[config.mk]
export PLATFORM = sky130hd
export DESIGN_NAME = rmq_queue
export DESIGN_NICKNAME = d
export VERILOG_FILES = /design/src/rtl/rmq_pkg.sv /design/src/rtl/rmq_queue.sv
export VERILOG_INCLUDE_DIRS = /design/src /design/src/rtl
export SDC_FILE = /design/constraint.sdc
export NUM_CORES = 1
export LEC_CHECK = 0
export ABC_AREA = 1
export BUFFER_PORTS_ARGS = -buffer_cell sky130_fd_sc_hd__buf_2
export CAP_MARGIN = 20
export CORE_MARGIN = 2
export CORE_UTILIZATION = 45
export DETAILED_ROUTE_END_ITERATION = 10
export PLACE_DENSITY_LB_ADDON = 0.05
export SETUP_SLACK_MARGIN = 0.15
export SLEW_MARGIN = 10
export SYNTH_ARGS = -nofsm -noshare
export SYNTH_HDL_FRONTEND = slang
export SYNTH_SLANG_ARGS = --single-unit
[constraint.sdc]
create_clock -name clock -period 9.7 [get_ports clock]
set_input_delay 1.455 -clock clock [delete_from_list [all_inputs] [get_ports clock]]
set_output_delay 1.455 -clock clock [all_outputs]
set_load 0.005 [all_outputs]
[src/rtl/rotation_matrix_to_quaternion_defines.svh]
// Assertion macros shared by the rotation matrix to quaternion RTL.
`ifndef ROTATION_MATRIX_TO_QUATERNION_DEFINES_SVH
`define ROTATION_MATRIX_TO_QUATERNION_DEFINES_SVH
`ifndef SYNTHESIS
`define RMQ_ASSERT(lbl, prop) \
   lbl: assert property (@(posedge clock) disable iff (reset) prop) \
      else $error("rmq assertion failed");
`define RMQ_ASSERT_NORST(lbl, prop) \
   lbl: assert property (@(posedge clock) prop) \
      else $error("rmq assertion failed");
`else
`define RMQ_ASSERT(lbl, prop)
`define RMQ_ASSERT_NORST(lbl, prop)
`endif
`endif

[src/rtl/rmq_pkg.sv]
// Types and constants for the rotation matrix to quaternion block.
`default_nettype none
package rmq_pkg;
   // Data width of every matrix entry and quaternion part.
   localparam int DW  = 16;
   localparam int FW  = DW - 2;
   localparam int RW  = DW + 1;
   localparam int DDW = DW + 1;
   localparam int SQW = 2 * DW;
   localparam int NW  = 2 * DW + 1;
   localparam int QDEPTH = 4;
   localparam int QAW = 2;

   localparam logic signed [DW-1:0] VAL_MAX = {1'b0, {(DW-1){1'b1}}};
   localparam logic signed [DW-1:0] VAL_MIN = {1'b1, {(DW-1){1'b0}}};

   typedef enum logic [1:0] {
      SLOT_X = 2'd0,
      SLOT_Y = 2'd1,
      SLOT_Z = 2'd2,
      SLOT_W = 2'd3
   } rmq_slot_type;

   typedef struct packed {
      logic signed [DW-1:0] m00;
      logic signed [DW-1:0] m01;
      logic signed [DW-1:0] m02;
      logic signed [DW-1:0] m10;
      logic signed [DW-1:0] m11;
      logic signed [DW-1:0] m12;
      logic signed [DW-1:0] m20;
      logic signed [DW-1:0] m21;
      logic signed [DW-1:0] m22;
   } rmq_req_type;

   typedef struct packed {
      logic signed [DW-1:0] quat_x;
      logic signed [DW-1:0] quat_y;
      logic signed [DW-1:0] quat_z;
      logic signed [DW-1:0] quat_w;
      logic                 degenerate;
   } rmq_rsp_type;

   // Classified item: radicand, the three off-diagonal terms in ascending
   // slot order (skipping the diagonal slot), and the diagonal slot.
   typedef struct packed {
      logic [RW-1:0]         rad;
      logic signed [DDW-1:0] d_a;
      logic signed [DDW-1:0] d_b;
      logic signed [DDW-1:0] d_c;
      rmq_slot_type          diag;
      logic                  degen;
   } rmq_task_type;

   typedef struct packed {
      logic [SQW-1:0]        v;
      logic [SQW-1:0]        res;
      logic signed [DDW-1:0] d_a;
      logic signed [DDW-1:0] d_b;
      logic signed [DDW-1:0] d_c;
      rmq_slot_type          diag;
      logic                  degen;
   } rmq_sq_type;

   typedef struct packed {
      logic [2:0][NW-1:0]   rem;
      logic [2:0][DW-2:0]   q;
      logic [2:0]           neg;
      logic [2:0]           ovf;
      logic [NW-1:0]        den;
      logic signed [DW-1:0] diag_val;
      rmq_slot_type         diag;
      logic                 degen;
   } rmq_div_type;
endpackage
`default_nettype wire

[src/rtl/rmq_queue.sv]
// Short item queue between the front end and the arithmetic back end.
`default_nettype none
module rmq_queue (
   input  wire logic                  clock,
   input  wire logic                  reset,
   input  wire logic                  push_valid,
   input  wire rmq_pkg::rmq_task_type push_data,
   output      logic                  full,
   input  wire logic                  pop,
   output      logic                  empty,
   output      rmq_pkg::rmq_task_type head_data
);
   import rmq_pkg::*;
`include "rotation_matrix_to_quaternion_defines.svh"

   rmq_task_type   slots_ff [QDEPTH];
   logic [QAW-1:0] wr_ptr_ff, rd_ptr_ff;
   logic [QAW:0]   count_ff;
   logic           push, do_pop;

   assign full      = (count_ff == (QAW+1)'(QDEPTH));
   assign empty     = (count_ff == '0);
   assign push      = push_valid && !full;
   assign do_pop    = pop && !empty;
   assign head_data = slots_ff[rd_ptr_ff];

   // Pointers and fill count.
   always_ff @(posedge clock) begin
      if (reset) begin
         wr_ptr_ff <= '0;
         rd_ptr_ff <= '0;
         count_ff  <= '0;
      end else begin
         if (push) begin
            wr_ptr_ff <= wr_ptr_ff + 1'b1;
         end
         if (do_pop) begin
            rd_ptr_ff <= rd_ptr_ff + 1'b1;
         end
         if (push && !do_pop) begin
            count_ff <= count_ff + 1'b1;
         end else if (!push && do_pop) begin
            count_ff <= count_ff - 1'b1;
         end
      end
   end

   // Item storage.
   always_ff @(posedge clock) begin
      if (push) begin
         slots_ff[wr_ptr_ff] <= push_data;
      end
   end

   `RMQ_ASSERT(a_count_range, count_ff <= (QAW+1)'(QDEPTH))
   `RMQ_ASSERT(a_count_up, (push && !do_pop) |=> count_ff == $past(count_ff) + 1'b1)
   `RMQ_ASSERT(a_ptr_gap, (wr_ptr_ff - rd_ptr_ff) == count_ff[QAW-1:0])
endmodule
`default_nettype wire

; Yosys cells after proc, flatten, opt, wreduce, memory -nomap -nowiden
; Memory sizes are Yosys's and may differ from the RTL's. A register that Yosys moved wholly into a read port is not among the register bits.
; Index checks and enable logic that the tools add are counted.
[classes]
addsub = 4
reduce_logical = 10
n_mux = 6
n_eq_ne = 1
[op_table]
columns = cell, count
row1 = $mux 3, 2
row2 = $add 2x1->2 const B, 2
row3 = $logic_and 1x1->1, 4
row4 = $logic_not 1->1, 4
row5 = $mux 2, 2
row6 = $add 3x1->3 const B, 1
row7 = $eq 3x3->1 const B, 1
row8 = $logic_not 3->1, 1
row9 = $sub 3x1->3 const B, 1
row10 = $mux 1, 2
row11 = $reduce_bool 2->1, 1
[word_totals]
input_bits = 75
reg_bits = 7
ramBits = 284
mem_count = 1
[mem_list]
columns = memory, depth, width, read_ports, rd_clocked_by_memory_dff, write_ports, line_no
row1 = slots_ff, 4, 71, 1, 1, 1, rmq_queue.sv:16  ; rmq_task_type slots_ff [QDEPTH];

; Logic depth before layout (Yosys ltp)
; Gate-level depths: netlist of run 1.
[depth]
depth_word = 7
ltp_mapped = 13
mapped_depth_nobuf = 13

; Least setup slack after synthesis of run 1
; Ideal clock, no wire load.
[synth_timing]
path_type = input-to-reg
from = in push_valid
to = mem slots_ff[0][0] (netlist name) (enable)
t_arrival_ps = 4531
path_buffers = 0
path_stages = 2
setup_slack_ps = 4669
setup_ps = 501
cell_sequence = nand2_1 > nor2_1
[synth_via]
elab_chain_cells = 3
[synth_lines]
columns = element, line_no
row1 = from (decl), rmq_queue.sv:6  ; input wire logic push_valid,
row2 = $logic_and 1x1->1, rmq_queue.sv:23  ; assign push = push_valid && !full;
row3 = $mux 1, rmq_queue.sv:50  ; if (push) begin
row4 = $mux 1 (implied by the code), rmq_queue.sv:51  ; slots_ff[wr_ptr_ff] <= push_data;
row5 = to (decl), rmq_queue.sv:16
; Every way passes these cells.

==> results of run 1 <==
## critical path, stage by stage (launching register included)
cell     delay, ns
dfxtp_4       0.83
buf_4         0.73
inv_6         0.52
o21ai_0       0.37
o22ai_1       0.12
buf_2         0.14
## final cells by class
type                       count  area share, %
antenna                        1        0.01930
inverter                      18         0.5598
tap                          324          3.127
sequential                   293          67.21
clock buffer                  46          7.123
clock inverter                12         0.6563
multi-input combinational    400          15.16
timing repair buffer         155          6.138
## cell usage in the layout, fill, tap and decap left out, types with 2 or more instances in the layout
| cell | Yosys | layout |
|---|---|---|
| clkbuf_8 | 0 | 7 |
| o21ai_0 | 128 | 128 |
| o22ai_1 | 71 | 71 |
| nand3_1 | 4 | 4 |
| edfxtp_1 | 284 | 284 |
| inv_6 | 1 | 2 |
| a21oi_1 | 3 | 3 |
| clkinv_1 | 0 | 5 |
| o21ai_1 | 15 | 15 |
| inv_1 | 16 | 16 |
| dfxtp_1 | 9 | 7 |
| clkinv_2 | 0 | 4 |
| nand2_1 | 15 | 15 |
| buf_2 | 14 | 147 |
| nor2_1 | 156 | 152 |
| ha_1 | 5 | 5 |
| buf_4 | 1 | 8 |
| clkbuf_16 | 0 | 32 |
| clkbuf_1 | 12 | 7 |
| nor2_4 | 0 | 4 |
## worst paths after layout
kind	to	slack, ns
max reg2reg	slots_ff[0][16]	6.82
min	register	0.50
max	head_data[3]	4.89
min reg2reg	register	0.50
## state kept, by name, indices dropped and copies added, names as in the netlist, named ones only
name	count
count_ff	3
rd_ptr_ff	2
slots_ff	284
wr_ptr_ff	2
## metrics by stage
stage / utilization (%) / cell area (µm²) / setup slack (ns) / hold WS, ns / std cells
after floorplan: - / 11020 / 4.669 / 0.4594 / 757
after global placement: 49.44 / 11950 / 5.541 / 0.4769 / 1190
after detailed placement: 49.44 / 11950 / 5.456 / 0.4894 / 1190
after CTS: 53.61 / 12960 / 4.868 / 0.4975 / 1248
after global routing: 53.61 / 12960 / 4.582 / 0.5485 / 1248
final: 53.62 / 12960 / 4.894 / 0.5013 / 1249
## power groups by stage
stage | combinational [mW] | sequential (mW) | clock [mW]
6_report | 0.693 | 1.60 | 1.13
5_1_grt | 0.783 | 1.62 | 1.21
4_1_cts | 0.711 | 1.60 | 1.16
3_5_place_dp | 0.709 | 1.63 | 0
3_3_place_gp | 0.692 | 1.62 | 0
2_1_floorplan | 0.454 | 1.60 | 0
## kinds of logic after synthesis
kind of cell / Yosys count / share of synthesized area, %
flops: 293 / 79.04
compound gates: 217 / 10.66
simple gates: 176 / 6.075
buf+inv: 64 / 3.395
fa+ha+maj: 6 / 0.7495
xor+xnor: 1 / 0.07951
## per-layer routing
layer	vias to the layer above	GRT usage [%]
met5	-	0
met4	0	4.709
met3	37	3.357
met2	148	30.07
met1	3264	24.54
li1	3114	-
==> impl_metrics.yaml, run 1 <==
cts:
  cts-buffers-inserted: 31
  tritoncts: "yes"
  htree_levels: 1
  clkTransAtPathRegs_ns: 0.06
  cts_sinks: 293
  hold_buffers: 0
  ctsResizeCount: 0
  clk-insertion-delay-late_ns: 0.55
  cts_setup_buffers: 0
  clockBufferDepth: 3
  cts_root_buf: "clkbuf_16"
drt:
  highest_layer: "met4"
  vias: 6563
  drtAntennaViolNets: 0
  routed_wl_um: 23520
  route.met3.wl_um: 1135
  drt-met1-wl_um: 10630
  met2WireLength_um: 11350
  wl_per_cell_um: 18.83
  viasPerCell: 5.255
  drc: 0
  drt-pass1-iter-count: 4
  drt_first_iter_violations: 450
logic_synthesis:
  yosysMostFrequentCell: "edfxtp_1"
  synth.avg_cell_area_um2: 14.55
  synth_async_sr_flop_share_pct: 0
  synth_top_area_share_pct: 77.40
  yosysWarnings: 0
  ys.flop_type: "edfxtp_1"
  ys_ff_latch: 293
  synth_cell_types: 22
  synth_fp_nets: 838
  synth_area_leaders: "edfxtp_1 77%, o21ai_0 5.8%, nor2_1 5.3%, o22ai_1 4.0%, dfxtp_1 1.6%"
  synthesis.area_um2: 11020
  ys_seq_area_share_pct: 79.04
  synth_edf_count: 284
  yosys.area.top_type: "edfxtp_1"
  syn_inst: 757
  ys_top_cells_by_count: "284 x edfxtp_1, 156 x nor2_1, 128 x o21ai_0"
die:
  die_h_um: 160.5
  pin_count: 148
  dieArea_um2: 25750
  coreArea_um2: 24180
  dieWidth_um: 160.5
  core.rowCount: 57
  initial_core_util_pct: 45.57
worst_hold_path:
  hold_start: "rd_ptr_ff[0]"
  min_path_type: "reg -> reg"
  holdPathStages: 2
sta:
  tightestPinTransition_ns: 1.021
  fin_tns_setup_ns: 0
  setup_viol: 0
  max_freq_mhz: 208.1
  finalHoldViolCount: 0
  skew_ns: 0.008660
  fin_crit_ns: 4.806
  drv_slew: 0
  rsz0062_at_grt: "false"
  fin_crit_sh_pct: 49.55
  max_slew_margin_pct: 31.93
global_routing:
  grt_max_degree: 143
  grt_usage_pct: 18.00
  grt_pass1_vias: 6609
  grt-ovfl-total: 0
  grt_antenna_before_repair: 1
  grt_first_pass_wirelength_um: 36220
setup_path:
  endpoint_kind: "output pin"
  required_ns: 8.25
  r2r_start: "count_ff[0]"
  arrival_ns: 3.35
  worstPathMaxFanout: 142
  worstRegToRegCells: 5
  criticalPathCategory: "reg -> out"
  startpoint_type: "register"
cells_and_area:
  regArea_um2: 8713
  multiInputGateArea_um2: 1966
  num-nets-final: 980
  n_fill_cell: 2034
  drive_above_1_share_pct: 22.62
  syn2layout_area_growth_pct: 17.66
pwr:
  p_total_mw: 3.430
  p_int_mw: 2.464
  p_switching_mw: 0.9655
  p_sw_share_pct: 28.15
  vdd_ir_drop_max_v: 0.0001425
  share_seq_of_total_power_pct: 46.7
  power_density_nw_per_um2: 264.6
  clkPwrFrac_pct: 33.1
  power_leakage_nw: 4.560
  combPwrFrac_pct: 20.2
placement:
  place.gp.congestion: 0.6674
  port_buffers: 147
  dp_hpwl_um: 12470
status:
  status: "complete, no violations"
flow_run:
  max-cap-violations: 0
Power figures use the tool's default switching activity.
==> inputs of run 2 (changes only) <==
==> constraint.sdc (replaced) <==
create_clock -name clock -period 4.7 [get_ports clock]
set_input_delay 0.705 -clock clock [delete_from_list [all_inputs] [get_ports clock]]
set_output_delay 0.705 -clock clock [all_outputs]
set_load 0.005 [all_outputs]
==> impl_metrics.yaml, run 2 (synthesis gave the netlist of run 1 again) <==
worst_hold_path:
  holdPathEnd: "slots_ff[2][25]"
  holdPathStages: 1
  min_path_type: "in -> reg"
  hold_start: "push_data[25]"
placement:
  place.gp.congestion: 0.6948
  dp_hpwl_um: 13080
  place_area_um2: 12000
  port_buffers: 147
status:
  status: "complete, no violations"
global_routing:
  grt_first_pass_wirelength_um: 36880
  grt_antenna_before_repair: 4
  grt_max_degree: 143
  grt_usage_pct: 18.44
  grt-ovfl-total: 0
  grt_pass1_vias: 6754
sta:
  tightestPinTransition_ns: 1.026
  finalHoldViolCount: 0
  setup_viol: 0
  max_freq_mhz: 323.7
  max_slew_margin_pct: 31.59
  rsz0062_at_grt: "false"
  drv_slew: 0
  skew_ns: 0.01228
  fin_crit_sh_pct: 65.74
  fin_crit_ns: 3.090
  fin_tns_setup_ns: 0
cts:
  cts_root_buf: "clkbuf_16"
  cts_setup_buffers: 0
  clkTransAtPathRegs_ns: 0.06
  ctsResizeCount: 0
  cts-buffers-inserted: 30
  clk-insertion-delay-late_ns: 0.55
  hold_buffers: 0
  clockBufferDepth: 3
  htree_levels: 1
  tritoncts: "yes"
  cts_sinks: 293
setup_path:
  endpoint_kind: "output pin"
  slowest_delay_ns: 0.78
  crit_buf_inv: 2
  arrival_ns: 2.38
  worstRegToRegCells: 5
  crit_family: "buffers and inverters"
  r2r_start: "count_ff[0]"
  worstPathMaxFanout: 142
  r2r-end: "slots_ff[2][23]"
  startpoint_type: "register"
  required_ns: 3.99
  reg2reg_slack_ns: 2.39
  criticalPathCategory: "reg -> out"
  worst_path_max_delay_cell: "inv_6"
  crit_path_cell_trace: "inv_6 > o21ai_0 > o22ai_1 > buf_2"
drt:
  wl_per_cell_um: 18.78
  routed_wl_um: 23530
  viasPerCell: 5.290
  drtAntennaViolNets: 0
  drc: 0
  vias: 6628
  drt-pass1-iter-count: 4
  drt_first_iter_violations: 464
cells_and_area:
  mostFrequentLayoutCell: "edfxtp_1"
  final_cell_area_um2: 12910
  reg.largest.list: "slots_ff: 284 flops, count_ff: 3 flops"
  largest_register_ffs: 284
  top_register: "slots_ff"
  final_cell_mix: "284 x edfxtp_1, 152 x nor2_1, 147 x buf_2, 128 x o21ai_0, 71 x o22ai_1"
  n_fill_cell: 2011
  drive_above_1_share_pct: 22.27
  num-nets-final: 984
  syn2layout_area_growth_pct: 17.16
pwr:
  vdd_ir_drop_max_v: 0.0003070
  combPwrFrac_pct: 21.4
  power_leakage_nw: 4.533
  clkPwrFrac_pct: 31.3
  p_int_mw: 4.944
  p_switching_mw: 1.963
  share_seq_of_total_power_pct: 47.3
  power_density_nw_per_um2: 535.1
  p_sw_share_pct: 28.42
die:
  dieArea_um2: 25750
  pin_count: 148
  die_h_um: 160.5
  initial_core_util_pct: 45.57
  dieWidth_um: 160.5
  core.rowCount: 57
  coreArea_um2: 24180
flow_run:
  max-cap-violations: 0
==> run 2: worst max path at each step <==
stage | startpoint | end | slack [ns] | depth (start not counted)
6_report | register | head_data[34] | 1.61 | 4
3_5_place_dp | push_valid | slots_ff[2][12] | 2.12 | 4
2_1_floorplan | push_valid | slots_ff[0][0] | 0.42 | 2
5_1_grt | register | head_data[4] | 1.34 | 4
3_3_place_gp | push_valid | slots_ff[2][7] | 2.13 | 4
4_1_cts | register | head_data[34] | 1.55 | 4
==> run 2: through the flow <==
stage,util (%),power (mW),hold WS (ns),std cells,setup slack [ns]
after floorplan,-,4.243,0.4594,757,0.4186
after global placement,49.65,4.787,0.4676,1195,2.127
after detailed placement,49.65,4.837,0.4925,1195,2.121
after CTS,53.35,7.005,0.3534,1249,1.548
after global routing,53.37,7.287,0.3570,1251,1.342
final,53.39,6.907,0.3731,1253,1.610
==> run 2: final cells by class <==
type                    instances  area, µm²  share of cell area, %
flip-flops and latches        293       8713                  67.50
multi-input cells             400       1966                  15.23
repair buffers                160      845.8                  6.552
clock buffers                  41      813.3                  6.300
well taps                     324      405.4                  3.140
clock inverters                13      82.58                 0.6397
inverters                      18      72.57                 0.5622
diodes                          4      10.01                0.07754
==> run 2: per-layer routing <==
layer / track usage, % / wire, µm
met5: 0 / 13
met4: 4.668 / 506
met3: 3.771 / 1487
met2: 31.45 / 11500
met1: 24.39 / 10020
==> run 2: power groups by stage <==
stage / registers (mW) / logic, mW / clock network, mW
3_3_place_gp: 3.31 / 1.48 / 0
5_1_grt: 3.29 / 1.67 / 2.32
2_1_floorplan: 3.31 / 0.936 / 0
3_5_place_dp: 3.32 / 1.52 / 0
6_report: 3.27 / 1.48 / 2.16
4_1_cts: 3.27 / 1.52 / 2.22
==> inputs of run 3 (changes only) <==
==> constraint.sdc (replaced) <==
create_clock -name clock -period 3.1 [get_ports clock]
set_input_delay 0.465 -clock clock [delete_from_list [all_inputs] [get_ports clock]]
set_output_delay 0.465 -clock clock [all_outputs]
set_load 0.005 [all_outputs]
==> impl_metrics.yaml, run 3 (synthesis gave the netlist of run 1 again) <==
setup_path:
  crit_path_cell_trace: "inv_6 > buf_4 > o21ai_0 > o22ai_1 > buf_2"
  worstPathMaxFanout: 77
  crit_buf_inv: 3
  arrival_ns: 2.28
  criticalPathCategory: "reg -> out"
  endpoint_kind: "output pin"
  required_ns: 2.63
  startpoint_type: "register"
  crit_family: "buffers and inverters"
  slowest_delay_ns: 0.46
  worst_path_max_delay_cell: "inv_6"
sta:
  tightestPinTransition_ns: 0.7608
  skew_ns: 0.004443
  drv_slew: 0
  max_slew_margin_pct: 49.28
  fin_crit_sh_pct: 88.53
  fin_crit_ns: 2.745
  whs_ns: 0.1334
  max_freq_mhz: 364.4
  finalHoldViolCount: 0
  fin_ws_ns: 0.3554
  rsz0062_at_grt: "false"
  setup_viol: 0
die:
  coreArea_um2: 24180
  dieWidth_um: 160.5
  dieArea_um2: 25750
  core.rowCount: 57
  initial_core_util_pct: 45.57
  pin_count: 148
  die_h_um: 160.5
cells_and_area:
  mostFrequentLayoutCell: "edfxtp_1"
  largest_register_ffs: 284
  final_cell_mix: "284 x edfxtp_1, 152 x nor2_1, 147 x buf_2, 128 x o21ai_0, 71 x o22ai_1"
  drive_above_1_share_pct: 22.80
  n_fill_cell: 2009
  num-nets-final: 987
  top_register: "slots_ff"
  syn2layout_area_growth_pct: 17.48
  reg.largest.list: "slots_ff: 284 flops, count_ff: 3 flops"
drt:
  viasPerCell: 5.234
  routed_wl_um: 23810
  drc: 0
  wl_per_cell_um: 18.96
  vias: 6574
  drt_first_iter_violations: 425
  drtAntennaViolNets: 0
  drt-pass1-iter-count: 4
cts:
  htree_levels: 1
  clockBufferDepth: 3
  tritoncts: "yes"
  clkTransAtPathRegs_ns: 0.06
  cts_setup_buffers: 0
  cts-buffers-inserted: 30
  cts_sinks: 293
  cts_root_buf: "clkbuf_16"
  clk-insertion-delay-late_ns: 0.54
pwr:
  power_density_nw_per_um2: 806.3
  vdd_ir_drop_max_v: 0.0005309
  p_total_mw: 10.44
  power_leakage_nw: 4.560
global_routing:
  grt_pass1_vias: 6823
  grt_max_degree: 78
  grt_usage_pct: 18.41
  grt_first_pass_wirelength_um: 37160
  grt_antenna_before_repair: 3
  grt-ovfl-total: 0
placement:
  pre_cts_slack_ns: 0.8710
  port_buffers: 147
  dp_hpwl_um: 13230
  place.gp.congestion: 0.7268
flow_run:
  max-cap-violations: 0
status:
  status: "complete, no violations"
worst_hold_path:
  min_path_type: "in -> reg"
==> run 3: cell types whose count changed in the layout (fill, tap and decap cells not counted), sizes merged <==
cell      before  now
clkinvlp       0    1
bufinv         1    0
buf          160  163
clkinv        12   20
clkbuf        41   35
diode          4    2
==> run 3: path summary, 6_finish.rpt <==
path,startpoint,to,slack [ns],depth (start not counted)
max,register,head_data[48],0.36,5
min,push_data[46],slots_ff[2][46],0.13,1
max reg2reg,count_ff[1],count_ff[1],0.88,9
min reg2reg,rd_ptr_ff[1],register,0.50,2
==> run 3: worst reg2reg max path: cells and delay by family, from the launching register on <==
family                   cells  cell delay, ns
flip-flops                   1            0.34
buffers and inverters        2            0.24
adder cells (fa/ha/maj)      2            0.65
AO/OA/AOI/OAI                1            0.19
AND/OR/NAND/NOR              4            0.70
==> run 3: repair_timing <==
item	CTS	global route
hold buffers	0	0
gates resized for setup	0	1
setup endpoints to repair	0	2
==> run 3: routing by layer <==
layer / vias up / global-route usage, % / part of all wire (%)
li1: 3131 / - / -
met5: - / 0 / 0
met1: 3250 / 23.96 / 43
met2: 169 / 32.19 / 50
met3: 24 / 3.822 / 6.3
met4: 0 / 3.890 / 1.0
==> run 3: final cells by class <==
cell class | instances | area [µm²] | share of cell area (%)
multi-input cells | 400 | 1966 | 15.19
flip-flops and latches | 293 | 8713 | 67.32
well taps | 324 | 405.4 | 3.132
repair buffers | 163 | 897.1 | 6.931
diodes | 2 | 5.005 | 0.03867
inverters | 18 | 72.57 | 0.5607
clock inverters | 21 | 93.84 | 0.7250
clock buffers | 35 | 790.8 | 6.109
==> run 3: per-stage QoR <==
stage / std cells / utilization [%] / instance area (µm²) / TNS [ns]
finish: 1256 / 53.54 / 12940 / 0
global route: 1256 / 53.54 / 12940 / 0
global placement: 1198 / 49.84 / 12050 / 0
CTS: 1254 / 53.50 / 12930 / 0
detailed placement: 1198 / 49.84 / 12050 / 0
floorplan: 757 / - / 11020 / -291.13
==> run 3: report_power, final <==
part	leakage [nW]	switching [mW]	internal, mW
Sequential	2.68	0.152	4.82
Clock	0.439	1.38	1.81
Combinational	1.44	1.47	0.804
