`src/rtl/rotation_matrix_to_quaternion_defines.svh`:
```
// Assertion macros shared by the rotation matrix to quaternion RTL.
`ifndef ROTATION_MATRIX_TO_QUATERNION_DEFINES_SVH
`define ROTATION_MATRIX_TO_QUATERNION_DEFINES_SVH
`ifndef SYNTHESIS
`define RMQ_ASSERT(lbl, prop) \
   lbl: assert property (@(posedge clock) disable iff (reset) prop) \
      else $error("rmq assertion failed");
`define RMQ_ASSERT_NORST(lbl, prop) \
   lbl: assert property (@(posedge clock) prop) \
      else $error("rmq assertion failed");
`else
`define RMQ_ASSERT(lbl, prop)
`define RMQ_ASSERT_NORST(lbl, prop)
`endif
`endif

```
`src/rtl/rmq_pkg.sv`:
```
// Types and constants for the rotation matrix to quaternion block.
`default_nettype none
package rmq_pkg;
   // Data width of every matrix entry and quaternion part.
   localparam int DW  = 16;
   localparam int FW  = DW - 2;
   localparam int RW  = DW + 1;
   localparam int DDW = DW + 1;
   localparam int SQW = 2 * DW;
   localparam int NW  = 2 * DW + 1;
   localparam int QDEPTH = 4;
   localparam int QAW = 2;

   localparam logic signed [DW-1:0] VAL_MAX = {1'b0, {(DW-1){1'b1}}};
   localparam logic signed [DW-1:0] VAL_MIN = {1'b1, {(DW-1){1'b0}}};

   typedef enum logic [1:0] {
      SLOT_X = 2'd0,
      SLOT_Y = 2'd1,
      SLOT_Z = 2'd2,
      SLOT_W = 2'd3
   } rmq_slot_type;

   typedef struct packed {
      logic signed [DW-1:0] m00;
      logic signed [DW-1:0] m01;
      logic signed [DW-1:0] m02;
      logic signed [DW-1:0] m10;
      logic signed [DW-1:0] m11;
      logic signed [DW-1:0] m12;
      logic signed [DW-1:0] m20;
      logic signed [DW-1:0] m21;
      logic signed [DW-1:0] m22;
   } rmq_req_type;

   typedef struct packed {
      logic signed [DW-1:0] quat_x;
      logic signed [DW-1:0] quat_y;
      logic signed [DW-1:0] quat_z;
      logic signed [DW-1:0] quat_w;
      logic                 degenerate;
   } rmq_rsp_type;

   // Classified item: radicand, the three off-diagonal terms in ascending
   // slot order (skipping the diagonal slot), and the diagonal slot.
   typedef struct packed {
      logic [RW-1:0]         rad;
      logic signed [DDW-1:0] d_a;
      logic signed [DDW-1:0] d_b;
      logic signed [DDW-1:0] d_c;
      rmq_slot_type          diag;
      logic                  degen;
   } rmq_task_type;

   typedef struct packed {
      logic [SQW-1:0]        v;
      logic [SQW-1:0]        res;
      logic signed [DDW-1:0] d_a;
      logic signed [DDW-1:0] d_b;
      logic signed [DDW-1:0] d_c;
      rmq_slot_type          diag;
      logic                  degen;
   } rmq_sq_type;

   typedef struct packed {
      logic [2:0][NW-1:0]   rem;
      logic [2:0][DW-2:0]   q;
      logic [2:0]           neg;
      logic [2:0]           ovf;
      logic [NW-1:0]        den;
      logic signed [DW-1:0] diag_val;
      rmq_slot_type         diag;
      logic                 degen;
   } rmq_div_type;
endpackage
`default_nettype wire

```
`src/rtl/rmq_front.sv`:
```
// Front end: accepts a matrix, picks the branch and axis, forms the radicand.
`default_nettype none
module rmq_front (
   input  wire logic                 clock,
   input  wire logic                 reset,
   input  wire logic                 req_valid,
   output      logic                 req_stall,
   input  wire rmq_pkg::rmq_req_type req_payload,
   output      logic                 task_valid,
   output      rmq_pkg::rmq_task_type task_data,
   input  wire logic                 task_full
);
   import rmq_pkg::*;

   localparam int TW = DW + 3;
   localparam logic signed [TW-1:0] RAD_ONE = TW'(1) <<< FW;

   logic                 front_valid_ff;
   rmq_task_type         front_data_ff;
   rmq_task_type         class_in;
   logic                 advance;
   logic signed [TW-1:0] e00, e11, e22, trace, rad_full;

   // Sign-extended diagonal and trace.
   assign e00   = TW'(req_payload.m00);
   assign e11   = TW'(req_payload.m11);
   assign e22   = TW'(req_payload.m22);
   assign trace = e00 + e11 + e22;

   // Classification of the item.
   always_comb begin
      class_in = '0;
      if (trace > 0) begin
         class_in.diag = SLOT_W;
         rad_full = trace + RAD_ONE;
         class_in.d_a = DDW'(req_payload.m21) - DDW'(req_payload.m12);
         class_in.d_b = DDW'(req_payload.m02) - DDW'(req_payload.m20);
         class_in.d_c = DDW'(req_payload.m10) - DDW'(req_payload.m01);
      end else if ((req_payload.m00 < req_payload.m11) ?
                   (req_payload.m11 < req_payload.m22) :
                   (req_payload.m00 < req_payload.m22)) begin
         class_in.diag = SLOT_Z;
         rad_full = e22 - e00 - e11 + RAD_ONE;
         class_in.d_a = DDW'(req_payload.m02) + DDW'(req_payload.m20);
         class_in.d_b = DDW'(req_payload.m12) + DDW'(req_payload.m21);
         class_in.d_c = DDW'(req_payload.m10) - DDW'(req_payload.m01);
      end else if (req_payload.m00 < req_payload.m11) begin
         class_in.diag = SLOT_Y;
         rad_full = e11 - e22 - e00 + RAD_ONE;
         class_in.d_a = DDW'(req_payload.m01) + DDW'(req_payload.m10);
         class_in.d_b = DDW'(req_payload.m21) + DDW'(req_payload.m12);
         class_in.d_c = DDW'(req_payload.m02) - DDW'(req_payload.m20);
      end else begin
         class_in.diag = SLOT_X;
         rad_full = e00 - e11 - e22 + RAD_ONE;
         class_in.d_a = DDW'(req_payload.m10) + DDW'(req_payload.m01);
         class_in.d_b = DDW'(req_payload.m20) + DDW'(req_payload.m02);
         class_in.d_c = DDW'(req_payload.m21) - DDW'(req_payload.m12);
      end
      // A radicand at or below zero is clamped to the smallest step.
      if (rad_full <= 0) begin
         class_in.rad   = RW'(1);
         class_in.degen = 1'b1;
      end else begin
         class_in.rad   = rad_full[RW-1:0];
         class_in.degen = 1'b0;
      end
   end

   // Front register moves on whenever the queue can take its item.
   assign advance    = !front_valid_ff || !task_full;
   assign req_stall  = !advance;
   assign task_valid = front_valid_ff;
   assign task_data  = front_data_ff;

   always_ff @(posedge clock) begin
      if (reset) begin
         front_valid_ff <= 1'b0;
      end else if (advance) begin
         front_valid_ff <= req_valid;
      end
   end

   always_ff @(posedge clock) begin
      if (advance && req_valid) begin
         front_data_ff <= class_in;
      end
   end
endmodule
`default_nettype wire

```
`config.mk`:
```
export PLATFORM = sky130hd
export DESIGN_NAME = rmq_front
export DESIGN_NICKNAME = d
export VERILOG_FILES = /design/src/rtl/rotation_matrix_to_quaternion_defines.svh /design/src/rtl/rmq_pkg.sv /design/src/rtl/rmq_front.sv
export SDC_FILE = /design/constraint.sdc
export NUM_CORES = 1
export LEC_CHECK = 0
export BUFFER_PORTS_ARGS = -buffer_cell sky130_fd_sc_hd__buf_2
export CAP_MARGIN = 20
export CORE_MARGIN = 1
export CORE_UTILIZATION = 55
export CTS_BUF_LIST = sky130_fd_sc_hd__clkbuf_2 sky130_fd_sc_hd__clkbuf_4 sky130_fd_sc_hd__clkbuf_8
export CTS_CLUSTER_DIAMETER = 40
export CTS_CLUSTER_SIZE = 8
export DETAILED_ROUTE_END_ITERATION = 16
export PLACE_DENSITY = 0.77
export SYNTH_ARGS = -nofsm -noshare
export SYNTH_HDL_FRONTEND = slang
export SYNTH_SLANG_ARGS = --single-unit
```
`constraint.sdc`:
```
create_clock -name clock -period 11.6 [get_ports clock]
set_input_delay 0.58 -clock clock [delete_from_list [all_inputs] [get_ports clock]]
set_output_delay 0.58 -clock clock [all_outputs]
set_load 0.005 [all_outputs]
```
* Word level (Yosys, flattened, before mapping)
Cells that the tools add are included.
Word-level totals: bits in registers 72, bits of input ports 148, bits in read-only memories 0, bits in latches 0, memories kept 0, memory bits (writable) 0
Cells by class: divide/modulo/power cells 0, add/sub/neg operators 18, $mul 0, equality and inequality tests 0, reductions and logical operators 6, bitwise gates (word level) 0, muxes and demuxes 8, shifts and indexed selects 0, $lt $le $gt $ge 5
Operators with widths (count):
- two-way mux 53 bit | 2
- subtractor 16 x 16 -> 17 bit | 6
- adder 18 x 16 -> 19 bit (second input constant) | 4
- adder 16 x 16 -> 17 bit | 4
- two-way mux 19 bit | 3
- subtractor 17 x 16 -> 18 bit | 3
- < comparator 16 bit | 3
- two-way mux 36 bit | 1
- <= comparator 19 x 1 -> 1 bit (second input constant) | 1
- adder 17 x 16 -> 18 bit | 1
- greater-than comparator 18 x 1 -> 1 bit (second input constant) | 1
- logical NOT 1 bit | 3
- two-way mux 1 bit | 2
- OR reduction 2 bit | 1
- logical AND 1 bit | 1
- logical OR 1 bit | 1

* Logic depth before layout (Yosys ltp)
Gate-level depths: netlist (run 1).
word-level depth 8, depth in mapped cells 22

* Worst setup path after synthesis (run 1)
No wires, ideal clock.
path kind input-to-reg, start point input port req_payload[4] (netlist name), end point register front_data_ff (netlist bit task_data[54]) (data pin), slack 7.080 ns, arrival time 4.256 ns, buffers on the path 1, stages 19, required time 11.336 ns, cell sequence inv_1 -> fa_1 -> inv_1 -> ha_1 -> nor2b_1 -> o31ai_1 -> a211oi_2 -> or3_4 -> or2_2 -> a21oi_1 -> xnor2_1 -> ha_1 -> nor4b_4 -> a31oi_4 -> buf_6 -> and2_1 -> a41o_1 -> o2111ai_1 -> nand3_1
Between the ends: cells in the longest elaborated chain, start to end 7
Ends and longest elaborated chain:
- start: declaration | line rmq_front.sv:8 | input wire rmq_pkg::rmq_req_type req_payload,
- subtractor 16 x 16 -> 17 bit | line rmq_front.sv:49 | rad_full = e11 - e22 - e00 + RAD_ONE;
- subtractor 17 x 16 -> 18 bit | line rmq_front.sv:49
- adder 18 x 16 -> 19 bit | line rmq_front.sv:49
- two-way mux 19 bit | line rmq_front.sv:47 | end else if (req_payload.m00 < req_payload.m11) begin
- two-way mux 19 bit | line rmq_front.sv:39 | end else if ((req_payload.m00 < req_payload.m11) ?
- two-way mux 19 bit * | line rmq_front.sv:33 | if (trace > 0) begin
- <= comparator 19 x 1 -> 1 bit | line rmq_front.sv:61 | if (rad_full <= 0) begin
- end signal: assignment | line rmq_front.sv:86 | front_data_ff <= class_in;
- end: declaration | line rmq_front.sv:19 | rmq_task_type front_data_ff;
Mark *: on every way between the ends. The rest lies on a longest branch, timed or not. A chain may end at the register's enable or synchronous reset.

* Final worst setup path (run 1)
start point input port req_payload[2] (netlist name), end point register front_data_ff (netlist bit task_data[54]) (data pin)
The elaborated chain is that of the path after synthesis.

==> run metrics, run 1 <==
status completed; Crit Reg-Reg Endpoint task_data[32]$_DFFE_PP_; post-route insts no fill around 2300; CP max FO 6; fin crit share 43.8%; number of cells on the worst reg-to-reg path 3; Max Root-Sink Buffers 2; Post-CTS Resized 0; Final setup violation count 0; boundary pin count about 220; Final Net Count around 2500; # clock sinks between 70 and 80; most instantiated library cell after synthesis ha_1; ANT nets after route 0; sequential fraction of design power 20.6%; Mapped Cells 1765; CTS clk-pin slew, worst paths about 0.090 ns; vias per inst 6.00; Setup TNS 0 ns; Comb power frac 69.1%; Syn Area/Cell about 8.6 um^2; Critical Path RT 11.83 ns; Fillers around 2400; Slew Limit Fails 0; initial antenna violation count 1; internal power 1040 uW; Port Buffer Count 220; gpl congestion 0.986; Setup crit end task_data[54]$_SDFFCE_PP1P_; Root Driver clkbuf_8; Synth top cells by count ha_1 (291), inv_1 (211), a21oi_1 (134), nor2_1 (114), nand2_1 (107); Netlist cell types 87; final WL 45.2 mm; first-pass GRT wire length 69.5 mm; skew final around 0.007 ns; RR Startpoint task_valid$_SDFFE_PP0N_; Worst-Margin Slew ~1.2 ns; GR Overflow Total 0; CTS tree built; Yosys top cell by area ha_1; EDFF count, synth 71; register area share after synthesis 14.2%; drt first pass iters 5; Hold Crit Depth 2; Hold Violations, Final 0; CTS Hold Bufs 0; die height 168 um; Tot GR Track Use 31.6%; Worst EP arrival 5.31 ns; clock share of power 10.3%; area of the mapped netlist 15200 um^2; Die ar. 28200 um^2; leakage power 0.00812 uW; Critical path origin req_payload[2]; syn_nets 2282; top cells by area, synth ha_1 (24%), edfxtp_1 (14%), fa_1 (10%); worst vdd ir slightly below 0.08 mV; switching power 1010 uW; Final HPWL DP about 38 mm; row count 60; Switching Fraction 49.2%; area grow syn2layout 10.4%; WL per Instance slightly below 20 um; Ys Warns 0; PwrDens 123 nW/um^2; Worst-Skew Late Latency 0.36 ns; RSZ-0062 raised after global routing false; number of buffers created by CTS 9; ys async rst share 0%; DRC 0; Initial DRC Count 1482; register bit total from synthesis 72; layout cell share with drive strength beyond 1 14.9%; core footprint 27000 um^2; largest net degree at the start of global routing 84; CP Class in2reg; CTS H-Tree Depth 3; R2R Setup Slk 9.82 ns; post-synth top area share 24.0%; via count 13800; post-CTS setup buffers 0; Max-slew headroom about a fifth; vias in the first global route 12900; Final Power between 2000 and 2500 uW; starting density of the core 56.1%; Critical Path End Type flip-flop; Startpoint Class input pin; Hold Path Class in2reg; main flop type after synthesis edfxtp_1; Tmin final 5.08 ns; dpl cells 2284; f_max 197 MHz; max cap viols 0; Die W 168 um
-- per-layer routing --
| layer | wire length (um) | part of all wire [%] | vias up | track usage [%] |
|---|---|---|---|---|
| li1 | - | - | 6558 | - |
| met3 | 3880 | 8.6 | 80 | 4.42 |
| met4 | 1360 | 3.0 | 0 | 9.97 |
| met1 | 20700 | 46 | 6513 | 46.0 |
| met2 | 19300 | 43 | 654 | 47.9 |
| met5 | 0 | 0 | - | 0 |
-- worst min-delay path by stage --
stage | endpoint | startpoint
detailed placement | task_valid$_SDFFE_PP0N_ | task_valid$_SDFFE_PP0N_
global route | task_valid$_SDFFE_PP0N_ | reset
finish | task_valid$_SDFFE_PP0N_ | reset
floorplan | task_valid$_SDFFE_PP0N_ | task_valid$_SDFFE_PP0N_
global placement | task_valid$_SDFFE_PP0N_ | task_valid$_SDFFE_PP0N_
CTS | task_valid$_SDFFE_PP0N_ | reset
-- cell type report --
cell class                 instances  area (um^2)  area share [%]
antenna                            1         2.50          0.0149
clock buffer                       9          124           0.740
clock inverter                     7         77.6           0.463
inverter                         212          796            4.75
multi-input combinational       1430        12000            71.6
sequential                        72         2150            12.9
tap                              341          427            2.55
timing repair buffer             229         1170            6.98
-- critical path, stage by stage --
cell	delay, ns
buf_2	0.13
inv_1	0.15
fa_1	0.47
ha_1	0.32
ha_1	0.30
a21oi_1	0.30
o2111ai_1	0.36
a21oi_1	0.45
mux2i_1	0.13
a2111oi_0	0.81
mux2i_1	0.19
a211o_1	0.36
nor4_1	0.30
a41o_1	0.22
o2111ai_1	0.13
nand3_1	0.12
-- stage by stage --
step	utilization (%)	cell area, um^2	hold WS (ns)	setup slack [ns]
final	61.9	16700	0.364	6.52
after CTS	61.9	16700	0.366	6.56
after global placement	61.2	16500	0.642	6.26
after floorplan	-	15200	0.624	7.08
after global routing	61.9	16700	0.389	6.14
after detailed placement	61.2	16500	0.675	6.16
-- flip-flops by register name, summed over array words and instances, names as in the netlist --
name        count
task_valid      1
task_data      71
-- power groups by stage --
stage                     sequential [uW]  clock (uW)  combinational (uW)
after floorplan                       407           0                 967
after global placement                426           0                1350
after detailed placement              425           0                1380
after CTS                             421         212                1380
after global routing                  423         224                1540
final                                 423         212                1420
-- layout by cell type, fill, tap and decap left out, drive strengths merged, types with 24 or more instances in the layout --
| master | instances |
|---|---|
| a211oi | 24 |
| a21o | 28 |
| a21oi | 135 |
| buf | 229 |
| edfxtp | 71 |
| fa | 78 |
| ha | 291 |
| inv | 215 |
| mux2i | 32 |
| nand2 | 108 |
| nand2b | 27 |
| nand3 | 33 |
| nor2 | 115 |
| nor2b | 34 |
| nor3 | 46 |
| o21ai | 76 |
| xnor2 | 86 |
| xor2 | 35 |
-- kinds of logic after synthesis --
group,after synthesis,share of synthesized area (%)
flip-flops,72,14.2
adder cells (fa/ha/maj),369,34.3
AND/OR/NAND/NOR,441,14.5
buffers and inverters,263,6.86
XOR/XNOR,121,7.04
AO/OA/AOI/OAI,462,20.5
multiplexers,37,2.62
Note: power is estimated with default switching activity, not from simulation.
==> run 2: changes to the inputs <==
ABC_AREA = 1   (was default)
PLACE_DENSITY = 0.8   (was 0.77)
clock period = 4.5 ns   (was 11.6 ns; I/O delays follow)
==> run metrics, run 2 <==
status completed; area of the mapped netlist 15400 um^2 (+1.6%); Worst EP arrival 4.31 ns (-1.00 ns); vias in the first global route 14200 (+11%); GR Overflow Total 0 (unchanged); area grow syn2layout 14.2%; CP top delay family adder cells; Hold Violations, Final 0 (unchanged); Startpoint Class input pin; layout cell share with drive strength beyond 1 15.9% (+1.0 points); fin crit share 93.4%; CTS tree built; Final Core Density 64.6% (+2.6 points); first-pass GRT wire length 74.3 mm (+7.0%); worst path bufs/invs 7 (+5); Netlist cell types 49 (-44%); commonest non-fill, non-tap cell in the layout nand2_1; Critical Path RT 4.60 ns (-7.23 ns); final WL 48.2 mm (+6.6%); dpl cells 2702 (+18%); main flop type after synthesis edfxtp_1; Final Power 5490 uW (+170%); critical-path cell list buf_2 -> buf_4 -> inv_1 -> fa_1 -> inv_1 -> ha_1 -> inv_1 -> fa_1 -> nand3b_1 -> nand2_1 -> a21oi_1 -> o21ai_0 -> nand2_1 -> nand3_1 -> o21ai_0 -> nand2_1 -> nand3_1 -> o21ai_0 -> nor2_1 -> buf_4 -> inv_1 -> nand2_8; RR Startpoint task_valid$_SDFFE_PP0N_; Final HPWL DP 40.3 mm (+6.9%); syn_nets 2642 (+16%); CP Class in2reg; Initial DRC Count 1363 (-8.0%); register area share after synthesis 14.0% (-0.23 points); max reg flops 71 (unchanged); Max-slew headroom 32.2% (+12 points); Worst-Skew Late Latency 0.37 ns (about the same); top cells by area, synth ha_1 (24%), edfxtp_1 (14%), nand2_1 (11%); number of buffers created by CTS 9 (unchanged); PwrDens 312 nW/um^2 (+150%); initial antenna violation count 1 (unchanged); Hold WS 0.00950 ns (-0.354 ns); Ys Warns 0 (unchanged); DRC 0 (unchanged); drt first pass iters 8 (+3); Die W 169 um (+0.80%); Tmin final 4.20 ns; Final Worst Setup Slack 0.299 ns (-6.22 ns); Yosys top cell by area ha_1; dpl ws -0.175 ns (-6.34 ns); Critical Path End Type flip-flop; Slew Limit Fails 0 (unchanged); Die ar. 28700 um^2 (+1.6%); Synth top cells by count nand2_1 (437), inv_1 (355), ha_1 (291), a21oi_1 (166), nor2_1 (150); number of cells on the worst reg-to-reg path 4 (+1); Worst path depth 22 (+6); via count 15100 (+9.5%); Port Buffer Count 220 (unchanged); crit-path max cell delay 0.50 ns (-0.31 ns); Syn Area/Cell 7.25 um^2 (-16%); Final Net Count 2879 (+17%); die height 169 um (+0.80%); Setup crit end task_data[0]$_DFFE_PP_; WL per Instance 17.6 um (-10%); skew final 0.00759 ns (+0.000576 ns); row count 60 (unchanged); worst vdd ir 0.180 mV (+130%); register bit total from synthesis 72 (unchanged); CTS H-Tree Depth 3 (unchanged); commonest non-fill, non-tap cells in the layout nand2_1 (435), inv_1 (349), ha_1 (282); Mapped Cells 2125 (+20%); post-route insts no fill 2739 (+19%); ANT nets after route 0 (unchanged); Worst-Margin Slew 1.01 ns (-0.173 ns); # clock sinks 72 (unchanged); post-synth top area share 23.6% (-0.38 points); Crit Reg-Reg Endpoint task_data[35]$_DFFE_PP_; Root Driver clkbuf_8; boundary pin count 221 (unchanged); ys async rst share 0% (unchanged); largest net degree at the start of global routing 41 (-51%); Hold Path Class in2reg; Final setup violation count 0 (unchanged); CTS clk-pin slew, worst paths 0.09 ns (about the same); gpl congestion 0.999 (+1.3%); R2R Setup Slk 2.27 ns (-7.55 ns); Tot GR Track Use 33.1% (+1.5 points); ant diodes 0 (-1); EDFF count, synth 71 (unchanged); core footprint 27300 um^2 (+0.83%); Critical path origin req_payload[131]; CP max stage cell fa_1; CP max FO 8 (+2); starting density of the core 56.5% (+0.44 points); Max Root-Sink Buffers 2 (unchanged); f_max 238 MHz; vias per inst 5.52 (-8.0%); most instantiated library cell after synthesis nand2_1; leakage power 0.00952 uW (+17%); Most common cell on crit path inv_1; max cap viols 0 (unchanged)
## run 2: cells by family after synthesis
family | count (synthesis) | synth area share, %
buffers and inverters | 418 | 10.6
AO/OA/AOI/OAI | 372 | 13.8
XOR/XNOR | 109 | 6.20
flip-flops | 72 | 14.0
AND/OR/NAND/NOR | 785 | 21.7
adder cells (fa/ha/maj) | 369 | 33.8
## run 2: area by class of cell
class / instances / area [um^2]
clock buffer: 10 / 131
clock inverter: 6 / 60.1
fill: 2542 / 9650
inverter: 361 / 1370
multi-input combinational: 1637 / 11800
sequential: 72 / 2150
tap: 372 / 465
timing repair buffer: 281 / 1580
## run 2: worst register-to-register path, cell delays in order, from the launching register on
cell and delay (ns):
dfxtp_1 0.31, nand2_1 0.07, inv_1 0.07, nor2_4 0.76, buf_4 0.65
## run 2: how the worst min path moves through the flow
stage           from                       to  cells after the start
6_report       reset  task_valid$_SDFFE_PP0N_                      2
5_1_grt        reset  task_valid$_SDFFE_PP0N_                      2
4_1_cts        reset  task_valid$_SDFFE_PP0N_                      2
3_5_place_dp   reset  task_valid$_SDFFE_PP0N_                      2
3_3_place_gp   reset  task_valid$_SDFFE_PP0N_                      2
2_1_floorplan  reset  task_valid$_SDFFE_PP0N_                      1
## run 2: repair_timing
| action | CTS | global route |
|---|---|---|
| hold buffers | 0 | 0 |
| setup endpoints to repair | 0 | 64 |
| buffers inserted | 0 | 19 |
| resized for setup | 0 | 44 |
## run 2: through the flow
step / cell area [um^2] / TNS [ns]
global placement: 17000 / -0.00907
finish: 17600 / 0
detailed placement: 17000 / -2.89
global route: 17600 / -0.136
floorplan: 15400 / 0
CTS: 17200 / 0
## run 2: layer usage
layer / up-vias / GRT usage, % / share of wire [%]
li1: 7297 / - / -
met1: 7054 / 48.2 / 46
met2: 685 / 52.1 / 44
met3: 81 / 3.80 / 8.2
met4: 0 / 7.79 / 2.4
met5: - / 0 / 0
## run 2: power breakdown
group	switching, uW	internal (uW)	leakage [uW]
Sequential	77.9	976	0.000696
Combinational	2480	1430	0.00872
Clock	273	260	0.0000971
Total	2830	2660	0.00952
==> run 3: changes to the inputs <==
ABC_AREA = default   (was 1)
==> run metrics, run 3 (synthesis gave the netlist of run 1 again) <==
status completed; CP Class in2reg; first-pass GRT wire length 70.1 mm (-5.7%); switching power 2690 uW (-4.8%); PwrDens 318 nW/um^2 (+2.0%); clock share of power 10.1% (+0.4 points); Slew Limit Fails 0 (unchanged); max reg flops 71 (unchanged); Critical Path RT 4.76 ns (+0.16 ns); Crit Reg-Reg Endpoint task_data[28]$_DFFE_PP_; Max-slew headroom 33.1% (+0.89 points); boundary pin count 221 (unchanged); Register Area 2150 um^2 (unchanged); M1 WL 19.8 mm (-10%); vias per inst 6.01 (+8.9%); worst vdd ir 0.190 mV (+5.7%); dpl cells 2337 (-14%); area grow syn2layout 13.5%; commonest non-fill, non-tap cells in the layout ha_1 (291), buf_2 (220), inv_1 (211); core footprint 27000 um^2 (-0.83%); RR Startpoint task_valid$_SDFFE_PP0N_; CTS H-Tree Depth 3 (unchanged); Final HPWL DP 38.2 mm (-5.2%); worst path bufs/invs 3 (-4); final WL 45.5 mm (-5.6%); # clock sinks 72 (unchanged); Hold Path End task_valid$_SDFFE_PP0N_; met2 wire length 20.0 mm (-5.1%); WL per Instance 19.3 um (+9.5%); fin crit share 96.5% (+3.1 points); Tot GR Track Use 31.5% (-1.6 points); vias in the first global route 13300 (-6.5%); Final Net Count 2525 (-12%); DRC 0 (unchanged); Hold Path Class in2reg; ANT nets after route 0 (unchanged); Port Buffer Count 220 (unchanged); area of the multi-input gates 12000 um^2 (+1.4%); Final setup violation count 0 (unchanged); largest net degree at the start of global routing 72 (+76%); via count 14200 (-6.1%); leakage power 0.00840 uW (-12%); Die ar. 28200 um^2 (-1.6%); drt first pass iters 6 (-2); max cap viols 0 (unchanged); CTS clk-pin slew, worst paths 0.11 ns (+0.02 ns); Tmin final 4.34 ns (+0.142 ns); Die W 168 um (-0.79%); CTS tree built; row count 60 (unchanged); post-CTS setup buffers 0 (unchanged); Fillers 2288 (-10%); starting density of the core 56.1% (-0.44 points); metal3 WL 4.43 mm (+12%); initial antenna violation count 8 (+7); Max Root-Sink Buffers 2 (unchanged); Startpoint Class input pin; Placed Area 17000 um^2 (-0.29%); RSZ-0062 raised after global routing false; skew final 0.0262 ns (+0.0187 ns); Worst-Skew Late Latency 0.40 ns (+0.03 ns); final instance area 17200 um^2 (-2.2%); post-route insts no fill 2361 (-14%); hold_sp req_valid; Root Driver clkbuf_8; Switching Fraction 49.1% (-2.4 points); Critical Path End Type flip-flop; Initial DRC Count 1617 (+19%); Hold Crit Depth 3 (+1); Hold Violations, Final 0 (unchanged); R2R Setup Slk 2.72 ns (+0.45 ns); CP top delay family compound AO/OA/AOI/OAI gates; layout cell share with drive strength beyond 1 17.2% (+1.3 points); Final Core Density 63.7% (-0.88 points); internal power 2790 uW (+4.7%); number of buffers created by CTS 9 (unchanged); critical-path cell list buf_2 -> inv_1 -> fa_1 -> ha_1 -> ha_1 -> a21oi_1 -> o2111ai_1 -> a21oi_1 -> mux2i_1 -> a2111oi_0 -> buf_4 -> mux2i_1 -> a211o_1 -> nor4_1 -> a41o_1 -> o2111ai_1 -> nand3_1; commonest non-fill, non-tap cell in the layout ha_1; f_max 230 MHz (-3.3%); GR Overflow Total 0 (unchanged); top sig layer met5; number of cells on the worst reg-to-reg path 3 (-1); CP max FO 3 (-5); die height 168 um (-0.79%); crit-path max cell delay 0.58 ns (+0.08 ns); CP max stage cell a2111oi_0; Comb power frac 70.3% (-0.8 points); Worst EP arrival 4.60 ns (+0.29 ns); sequential fraction of design power 19.6% (+0.4 points); Worst-Margin Slew 1.00 ns (-0.0110 ns); gpl congestion 1.01 (+0.64%)
-- run 3: cell count changes in the layout (fill, tap and decap cells not counted), moves of 29 or more --
| cell | previous run | this run |
|---|---|---|
| nand3_1 | 102 | 33 |
| xor2_1 | 93 | 35 |
| nor2b_1 | 0 | 33 |
| xnor2_1 | 16 | 85 |
| nand2_1 | 435 | 107 |
| a21oi_1 | 165 | 134 |
| inv_1 | 349 | 211 |
| mux2i_1 | 0 | 29 |
-- run 3: layout make-up --
type	instances	share of cell area (%)
repair buffers	283	9.40
diodes	7	0.102
clock buffers	9	0.720
inverters	212	4.62
clock inverters	7	0.400
flip-flops and latches	72	12.5
multi-input cells	1430	69.8
well taps	341	2.48
-- run 3: worst max-delay path by stage --
stage | from | to | slack, ns | cells after the start
detailed placement | req_payload[4] | task_data[34]$_DFFE_PP_ | -0.12 | 19
floorplan | req_payload[4] | task_data[54]$_SDFFCE_PP1P_ | 0.34 | 19
global route | req_payload[4] | task_data[34]$_DFFE_PP_ | 0.01 | 19
finish | req_payload[2] | task_data[54]$_SDFFCE_PP1P_ | 0.16 | 17
CTS | req_payload[2] | task_data[54]$_SDFFCE_PP1P_ | 0.24 | 17
global placement | req_payload[4] | task_data[34]$_DFFE_PP_ | -0.02 | 19
-- run 3: metrics by stage --
stage / hold slack [ns] / setup WS [ns] / setup TNS (ns) / total power (uW)
after floorplan: 0.297 / 0.335 / 0 / 3540
final: 0.0847 / 0.157 / 0 / 5480
after global routing: 0.0944 / 0.0150 / 0 / 5820
after CTS: 0.0707 / 0.237 / 0 / 5360
after global placement: 0.382 / -0.0176 / -0.0176 / 4720
after detailed placement: 0.383 / -0.123 / -0.451 / 4800
-- run 3: tightest hold or removal path, delay by kind of cell --
| family | cells | cell delay, ns |
|---|---|---|
| AND/OR/NAND/NOR | 2 | 0.11 |
| buffers and inverters | 1 | 0.09 |
-- run 3: power by group through the flow --
stage | clock network [uW] | registers, uW | logic (uW)
2_1_floorplan | 0 | 1050 | 2490
3_3_place_gp | 0 | 1090 | 3630
3_5_place_dp | 0 | 1080 | 3720
4_1_cts | 543 | 1070 | 3750
5_1_grt | 571 | 1080 | 4170
6_report | 552 | 1070 | 3850
-- run 3: layer usage --
metal	vias up	GRT usage, %
met1	6695	43.9
met2	755	49.9
met4	2	9.81
met3	73	5.01
met5	-	0
li1	6668	-
-- run 3: what timing repair did --
item | 4_1_cts | 5_1_grt
hold endpoints to repair | 1 | 0
resized for setup | 0 | 2
hold buffers | 1 | 0
setup endpoints to repair | 0 | 2
